`src/hw/rtl/lsa_pkg.sv`:
```
// Leased slot allocator: shared field widths, request and status codes, control types.
package lsa_pkg;

	localparam int KIND_W     = 3;
	localparam int SLOT_W     = 16;
	localparam int CTX_W      = 64;
	localparam int READERS_W  = 16;
	localparam int COUNT_W    = 17;
	localparam int CAP_W      = 17;
	localparam int STATUS_W   = 3;

	localparam logic [CAP_W-1:0] CAP_RESET = 17'h10000;

	localparam logic [KIND_W-1:0] KIND_CREATE  = 3'd0;
	localparam logic [KIND_W-1:0] KIND_RECYCLE = 3'd1;
	localparam logic [KIND_W-1:0] KIND_ACQUIRE = 3'd2;
	localparam logic [KIND_W-1:0] KIND_RELEASE = 3'd3;
	localparam logic [KIND_W-1:0] KIND_DETACH  = 3'd4;
	localparam logic [KIND_W-1:0] KIND_QUERY   = 3'd5;

	localparam logic [STATUS_W-1:0] ST_OK        = 3'd0;
	localparam logic [STATUS_W-1:0] ST_FULL      = 3'd1;
	localparam logic [STATUS_W-1:0] ST_BAD_SLOT  = 3'd2;
	localparam logic [STATUS_W-1:0] ST_BUSY      = 3'd3;
	localparam logic [STATUS_W-1:0] ST_DETACHED  = 3'd4;
	localparam logic [STATUS_W-1:0] ST_SATURATED = 3'd5;
	localparam logic [STATUS_W-1:0] ST_UNDERFLOW = 3'd6;

	// controller to datapath
	typedef struct packed {
		logic capture;	// request accepted: latch it and issue table reads
		logic commit;	// write tables back and load the result register
	} lsa_cmd_t;

endpackage

```
`src/hw/rtl/lsa_ctrl.sv`:
```
// Leased slot allocator controller: request sequencing and result register handshake.
module lsa_ctrl (
	input  logic              clk,
	input  logic              arst_n,
	input  logic              in_valid,
	output logic              in_ready,
	output logic              out_valid,
	input  logic              out_ready,
	output lsa_pkg::lsa_cmd_t cmd
);
	import lsa_pkg::*;

	typedef enum logic [1:0] {
		S_IDLE = 2'b01,
		S_EXEC = 2'b10
	} state_t;

	state_t state_q;
	state_t state_d;
	logic   out_valid_q;

	assign in_ready    = (state_q == S_IDLE);
	assign cmd.capture = in_valid && in_ready;
	// result register is free, or being drained this cycle
	assign cmd.commit  = (state_q == S_EXEC) && (!out_valid_q || out_ready);
	assign out_valid   = out_valid_q;

	always_comb begin
		state_d = state_q;
		unique case (state_q)
			S_IDLE: begin
				if (cmd.capture) state_d = S_EXEC;
			end
			S_EXEC: begin
				if (cmd.commit) state_d = S_IDLE;
			end
			default: state_d = S_IDLE;
		endcase
	end

	always_ff @(posedge clk or negedge arst_n) begin
		if (!arst_n) begin
			state_q     <= S_IDLE;
			out_valid_q <= 1'b0;
		end else begin
			state_q <= state_d;
			if (cmd.commit) out_valid_q <= 1'b1;
			else if (out_ready) out_valid_q <= 1'b0;
		end
	end

endmodule

```
`config.mk`:
```
export PLATFORM = sky130hd
export DESIGN_NAME = lsa_ctrl
export DESIGN_NICKNAME = d
export VERILOG_FILES = /design/src/hw/rtl/lsa_pkg.sv /design/src/hw/rtl/lsa_ctrl.sv
export SDC_FILE = /design/constraint.sdc
export NUM_CORES = 1
export LEC_CHECK = 0
export BUFFER_PORTS_ARGS = -buffer_cell sky130_fd_sc_hd__buf_2
export CAP_MARGIN = 20
export CORE_AREA = 2 2 39 41
export DETAILED_ROUTE_END_ITERATION = 8
export DIE_AREA = 0 0 41 43
export HOLD_SLACK_MARGIN = 0.08
export PLACE_DENSITY_LB_ADDON = 0.15
export SYNTH_ARGS = -nofsm -noshare
export SYNTH_HDL_FRONTEND = slang
export SYNTH_SLANG_ARGS = --single-unit
```
`constraint.sdc`:
```
create_clock -name clk -period 1.1 [get_ports clk]
set_input_delay 0.165 -clock clk [delete_from_list [all_inputs] [get_ports clk]]
set_output_delay 0.165 -clock clk [all_outputs]
set_load 0.005 [all_outputs]
```
# After elaboration in Yosys (flattened, before gate mapping)
# Index checks and enable logic that the tools add are counted.
word_totals:
  reg_bits: 3
  output_inout_bits: 4
op_classes:
  reduce_logical: 6
  n_eq_ne: 4
  n_mux: 5
op_table:
  columns: ["op", "count"]
  rows:
  - ["2-bit 2-to-1 mux", 2]
  - ["2-bit one-hot mux with 2 select lines", 1]
  - ["2-bit by 1-bit == test with 1-bit output, second input constant", 1]
  - ["2-bit == test, second input constant", 1]
  - ["1-bit logical AND", 2]
  - ["1-bit 2-to-1 mux", 2]
  - ["2-bit by 1-bit inequality test with 1-bit output, second input constant", 1]
  - ["2-bit inequality test, second input constant", 1]
  - ["2-bit AND reduction", 1]
  - ["2-bit nonzero test", 1]
  - ["1-bit logical NOT", 1]
  - ["1-bit logical OR", 1]

# Depth between registers and ports, before layout
# Gate-level depths: netlist of run 1.
logic_depth:
  word_depth: 5
  depth_mapped: 2

# Worst setup path after synthesis of run 1
# Ideal clock, no wire load.
synth_timing:
  path_type: "register to output"
  start: "register state_q[0]"
  end: "output cmd[0] in the netlist's numbering"
  path_slack_ns: 0.224
  stages_incl_launch_ff: 3
  n_path_buf: 0
  arrival_ns: 0.711
  required_time_ns: 0.935
  path_cell_list: "dfstp_2 -> nand2b_1 -> nor2b_1"
synth_rtl:
  columns: ["item", "line_no", "source"]
  rows:
  - ["from (decl)", "lsa_ctrl.sv:18", "state_t state_q;"]
  - ["from (signal assigned)", "lsa_ctrl.sv:46", "state_q <= state_d;"]
  - ["to (decl)", "lsa_ctrl.sv:9", "output lsa_pkg::lsa_cmd_t cmd"]

==> results of run 1 <==
## state kept, by name, indices dropped and copies added (netlist names)
name / count
out_valid: 1
state_q: 2
## path summary, 6_finish.rpt
check,to,from
setup / recovery,cmd[1],state_q[0]
hold / removal,out_valid,arst_n
setup reg to reg,state_q[0],state_q[0]
hold reg to reg,out_valid,out_valid
max in group asynchronous,state_q[0],arst_n
min in group clk,out_valid,out_ready
## critical path, delay by kind of cell, from the launching register on
kind / cells / cell delay (ns)
AND/OR/NAND/NOR: 1 / 0.17
flip-flops: 1 / 0.53
buffers and inverters: 1 / 0.11
## kinds of logic (layout without fill, tap and decap cells)
kind of cell	after synthesis	in the layout	synth area share, %
DFF	3	3	58.7
and+or+nand+nor	6	6	28.8
AOI/OAI and AO/OA	2	2	12.5
buffers and inverters	0	15	0
## metrics by stage
stage / cells / setup TNS (ns) / total power [mW] / hold slack (ns) / area, µm²
after global routing: 42 / -0.460 / 0.444 / 0.253 / 256
after CTS: 41 / -0.341 / 0.417 / 0.251 / 249
final: 42 / -0.276 / 0.406 / 0.259 / 256
after detailed placement: 34 / 0 / 0.195 / -0.0368 / 185
after global placement: 34 / 0 / 0.195 / -0.0389 / 185
after floorplan: 11 / 0 / 0.165 / -0.131 / 130
## synthesized netlist by cell type
library cell  count  area [µm²]
dfrtp_1           2        50.1
nand2b_1          2        12.5
nor2b_1           2        12.5
a2bb2oi_1         1        8.76
and3b_1           1        8.76
dfstp_2           1        26.3
nand2_1           1        3.75
o21bai_1          1        7.51
## per-layer routing
metal	track usage [%]	share of wire (%)	vias up
met5	0	0	-
met4	10.0	0	0
met3	3.14	10	0
met2	6.88	50	5
met1	4.85	39	64
li1	-	-	67
## power groups by stage
stage | sequential (mW) | clock, mW | combinational, mW
after floorplan | 0.136 | 0 | 0.0296
after global placement | 0.136 | 0 | 0.0587
after detailed placement | 0.137 | 0 | 0.0588
after CTS | 0.139 | 0.205 | 0.0734
after global routing | 0.141 | 0.215 | 0.0871
final | 0.139 | 0.189 | 0.0775
## final cells by class
cell class | count | area [µm²] | area share, %
sequential | 3 | 76.3 | 29.8
clock buffer | 4 | 26.3 | 10.2
timing repair buffer | 11 | 70.1 | 27.3
tap | 16 | 20.0 | 7.80
multi-input combinational | 8 | 63.8 | 24.9
## what timing repair did
action / 4_1_cts / 5_1_grt
endpoints found under the setup margin: 3 / 4
cloned: 0 / 0
hold buffers: 2 / 0
endpoints found under the hold margin: 4 / 0
resized for setup: 2 / 0
buffers inserted: 1 / 1
==> metrics.csv, run 1 <==
metric;value;unit
grt_overflow;0;
worstPathRequired;0.94;ns
run_status;complete, but fails checks;
layout_setup_ws;-0.104;ns
rows;14;
start_util;9.40;%
ys_ff_latch;3;
crit_fanout;3;
pre_cts_slack;0.0819;ns
reg2reg_setup_slack;0.08;ns
routedWlPerCell;7.98;µm
start_kind;register;
cp_cell_sequence;and3b_1, buf_2;
power_density;1580;nW/µm²
n_antenna_cell;0;
fp.dieArea;1760;µm²
ios;8;
pwr-share-comb;19.1;%
cp.arrival;1.04;ns
synthesis.nets;15;
cts_made_buffers;3;
yosys_warnings;0;
path_class;reg -> out;
max_freq;831;MHz
ant_nets;0;
cts-root-buf;clkbuf_4;
dr.pass1.iters;1;
grt_setup_unrepaired;yes;
num_vias;136;
slowest_delay;0.53;ns
antenna_found_initial;0;
tightest_slew;0.166;ns
p_clk_share;46.6;%
fin_crit;1.20;ns
clock_path_buffers;2;
grt_max_degree;5;
fill_cells;154;
place.gp.congestion;0.566;
core;1380;µm²
violations;negative setup slack;
fin_skew;0.00125;ns
min_period_over_period;109;%
p_switching;92.7;µW
clk_latency;0.23;ns
routed_wirelength;335;µm
seqPwrFrac;34.3;%
syn-cell-area;130;µm²
layout-drive-gt1-share;57.7;%
hold_viol_final;0;
h-tree-depth;1;
fin_nets;31;
die_x;41;µm
syn_avg_cell_area;11.8;µm²
portBuffers;7;
switching_share;22.8;%
ys_seq_area_share;58.7;%
slew_viol_final;0;
setup_viol;3;
p_leak;0.133;nW
grt_pass1_vias;150;
worstRegToRegCells;3;
grtUsageTotal;5.84;%
final_common_cell;buf_2;
final_cell_mix;7 x buf_2, 3 x clkbuf_4, 2 x dlygate4sd3_1, 2 x dfrtp_1, 2 x buf_4;
cts_tree;yes;
synth_cells;11;
dieHeight;43;µm
cts.clk_slew.worst_paths;0.04;ns
synthDistinctLibCells;8;
via_per_inst;3.24;
hp-class;in -> async;
cap_violations;0;
drc;0;
vdd_drop_max;0.427;mV
fin_util;18.5;%
grt_pass1_wl;565;µm
cpMaxStageDelayCell;dfstp_2;
syn2layout_area_growth;97.1;%
cts_sinks;3;
internal-power;313;µW
end_kind;output port;
drt_iter0_markers;0;
relSlewSlack;88.9;%
No activity file was read; power rests on OpenSTA's default activity.
==> run 2: changes to the inputs <==
--- a/config.mk
+++ b/config.mk
@@ -5,6 +5,7 @@
 export SDC_FILE = /design/constraint.sdc
 export NUM_CORES = 1
 export LEC_CHECK = 0
+export ABC_AREA = 1
 export BUFFER_PORTS_ARGS = -buffer_cell sky130_fd_sc_hd__buf_2
 export CAP_MARGIN = 20
 export CORE_AREA = 2 2 39 41
==> run 2 against run 1 <==
- the flow still finishes with violations (negative setup slack)
- register-to-register slack worse by 0.10 ns
- first-iteration DRC count up 4
- total power up 6.0%
- die area unchanged
- clock skew up 0.0020 ns
- non-clock buffer count up 2
- wire length up 13%
- cell area up 15%
- synthesized cell count up 91%
- clock power about the same
- highest routed layer is now met4
==> metrics.csv, run 2 <==
metric;value;unit;change
synth_area_leader_cell;dfrtp_1;;
fill_cells;171;;+11%
grtUsageTotal;6.02;%;+0.18 points
synthTopCellsByCount;7 x inv_1, 7 x nand2_1, 3 x nor2_1;;
routedWlPerCell;7.04;µm;-12%
final_cell_mix;7 x buf_2, 6 x inv_1, 5 x nand2_1, 3 x clkbuf_4, 3 x buf_6;;
ys_ff_latch;3;;unchanged
start_kind;register;;
place.gp.congestion;0.602;;+6.5%
start_util;10.6;%;+1.2 points
syn_avg_cell_area;6.97;µm²;-41%
cts.clk_slew.worst_paths;0.03;ns;about the same
grt_pass1_vias;180;;+20%
largest_reg_flops;2;;unchanged
dieHeight;43;µm;unchanged
seqPwrFrac;31.7;%;-2.6 points
cts-root-buf;clkbuf_4;;
hp-class;in -> reg;;
layout-drive-gt1-share;55.3;%;-2.4 points
synthFlopType;dfrtp_1;;
rows;14;;unchanged
ys_seq_area_share;52.1;%;-6.5 points
cp.arrival;1.02;ns;-0.02 ns
vdd_drop_max;0.450;mV;+5.4%
layout_setup_ws;-0.0864;ns;+0.0175 ns
grt_overflow;0;;unchanged
routed_wirelength;380;µm;+13%
h-tree-depth;1;;unchanged
yosys-top-cells-area;dfrtp_1 34%, dfstp_2 18%, inv_1 18%, nand2_1 18%, nor2_1 7.7%;;
yosys_warnings;0;;unchanged
syn2layout_area_growth;101;%;
grt_pass1_wl;621;µm;+9.9%
power_density;1460;nW/µm²;-7.5%
path_class;reg -> out;;
core;1380;µm²;unchanged
yosysTopAreaCellShare;34.2;%;-4.3 points
ios;8;;unchanged
cts_made_buffers;3;;unchanged
ant_nets;0;;unchanged
placed_area;201;µm²;+8.8%
drt_iter0_markers;4;;+4
async_reset_ff_share;100;%;unchanged
run_status;complete, but fails checks;;
internal-power;324;µW;+3.6%
hold_viol_final;0;;unchanged
setup_viol;4;;+1
switching_share;24.6;%;+1.8 points
relSlewSlack;91.8;%;+3.0 points
portBuffers;7;;unchanged
max_freq;843;MHz;+1.5%
p_leak;0.188;nW;+41%
cts_tree;yes;;
pre_cts_slack;0.101;ns;+0.0193 ns
cp_cell_sequence;nand2_2, nor2_2, buf_2;;
min_period_over_period;108;%;-1.6 points
p_clk_share;43.3;%;-3.3 points
synth_cells;21;;+10
finalNonFillerCells;54;;+29%
end_kind;output port;;
slew_viol_final;0;;unchanged
dr.pass1.iters;4;;+3
clk_latency;0.23;ns;about the same
tightest_slew;0.122;ns;-0.0441 ns
die_x;41;µm;unchanged
drc;0;;unchanged
worstPathRequired;0.94;ns;about the same
crit_fanout;2;;-1
fp.dieArea;1760;µm²;unchanged
top_register;state_q;;
synth-edff-count;0;;unchanged
fin_skew;0.00327;ns;+0.00203 ns
fin_crit;1.19;ns;-0.0175 ns
pwr-share-comb;25.0;%;+5.9 points
violations;negative setup slack;;
total_power;430;µW;+6.0%
num_vias;179;;+32%
antenna_found_initial;0;;unchanged
syn-cell-area;146;µm²;+12%
cpMaxStageDelayCell;dfstp_2;;
synthDistinctLibCells;6;;-2
via_per_inst;3.31;;+2.4%
p_switching;106;µW;+14%
n_antenna_cell;0;;unchanged
final_cell_area;294;µm²;+15%
grt_max_degree;4;;-1
numPlacedInstances;44;;+29%
cap_violations;0;;unchanged
cts_sinks;3;;unchanged
clock_path_buffers;2;;unchanged
slowest_delay;0.52;ns;about the same
synthesis.nets;25;;+10
final_common_cell;buf_2;;
grt_setup_unrepaired;yes;;
fin_nets;43;;+39%
[run 2: changes by cell type after synthesis, sizes merged]
cell     before  now
a2bb2oi       1    0
nand2b        2    0
inv           0    7
nand2         1    7
nor2b         2    0
o21bai        1    0
and3b         1    0
nor2          0    4
[run 2: area by class of cell]
| type | count | area [µm²] | share of cell area, % |
|---|---|---|---|
| Clock buffer | 4 | 26.3 | 8.94 |
| Inverter | 7 | 26.3 | 8.94 |
| Multi-Input combinational cell | 11 | 51.3 | 17.4 |
| Sequential cell | 3 | 76.3 | 26.0 |
| Tap cell | 16 | 20.0 | 6.81 |
| Timing Repair Buffer | 13 | 93.8 | 31.9 |
[run 2: logic make-up after synthesis]
group                  Yosys count  share of synthesized area, %
buffers and inverters            7                          18.0
flip-flops                       3                          52.1
AND/OR/NAND/NOR                 11                          29.9
[run 2: worst paths after layout]
check / from / to / slack, ns / cells after the start
max reg2reg: state_q[0] / state_q[0] / -0.02 / 7
min in group asynchronous: arst_n / out_valid / 0.26 / 2
min: in_valid / state_q[1] / 0.17 / 3
min reg2reg: out_valid / out_valid / 0.52 / 2
max: state_q[0] / cmd[1] / -0.09 / 3
max in group asynchronous: arst_n / state_q[0] / 0.64 / 2
[run 2: worst max-delay path: cells and delay by family (launching register included)]
family                 cells  cell delay (ns)
flip-flops                 1             0.52
AND/OR/NAND/NOR            2             0.15
buffers and inverters      1             0.12
[run 2: what timing repair did]
item / in CTS / in global routing
hold endpoints to repair: 3 / 0
buffers inserted: 5 / 0
hold buffers: 1 / 0
setup endpoints to repair: 3 / 4
resized for setup: 2 / 5
pin swaps: 2 / 2
[run 2: routing by layer]
metal	vias to the layer above	track usage [%]	part of all wire [%]
met5	-	0	0
met4	0	8.00	4.5
met3	2	4.71	11
met2	11	6.88	47
met1	76	5.45	38
li1	90	-	-
[run 2: power by group through the flow]
stage / Combinational [mW] / Sequential (mW) / Clock [mW]
floorplan: 0.0328 / 0.135 / 0
global placement: 0.0622 / 0.135 / 0
detailed placement: 0.0623 / 0.135 / 0
CTS: 0.0957 / 0.135 / 0.196
global route: 0.120 / 0.138 / 0.202
finish: 0.107 / 0.136 / 0.186
[run 2: stage by stage]
step,TNS [ns],hold WS (ns),utilization [%]
after floorplan,0,-0.131,-
after global routing,-0.416,0.202,21.2
after CTS,-0.320,0.168,20.3
after detailed placement,0,-0.0365,14.6
after global placement,0,-0.0368,14.6
final,-0.236,0.171,21.2
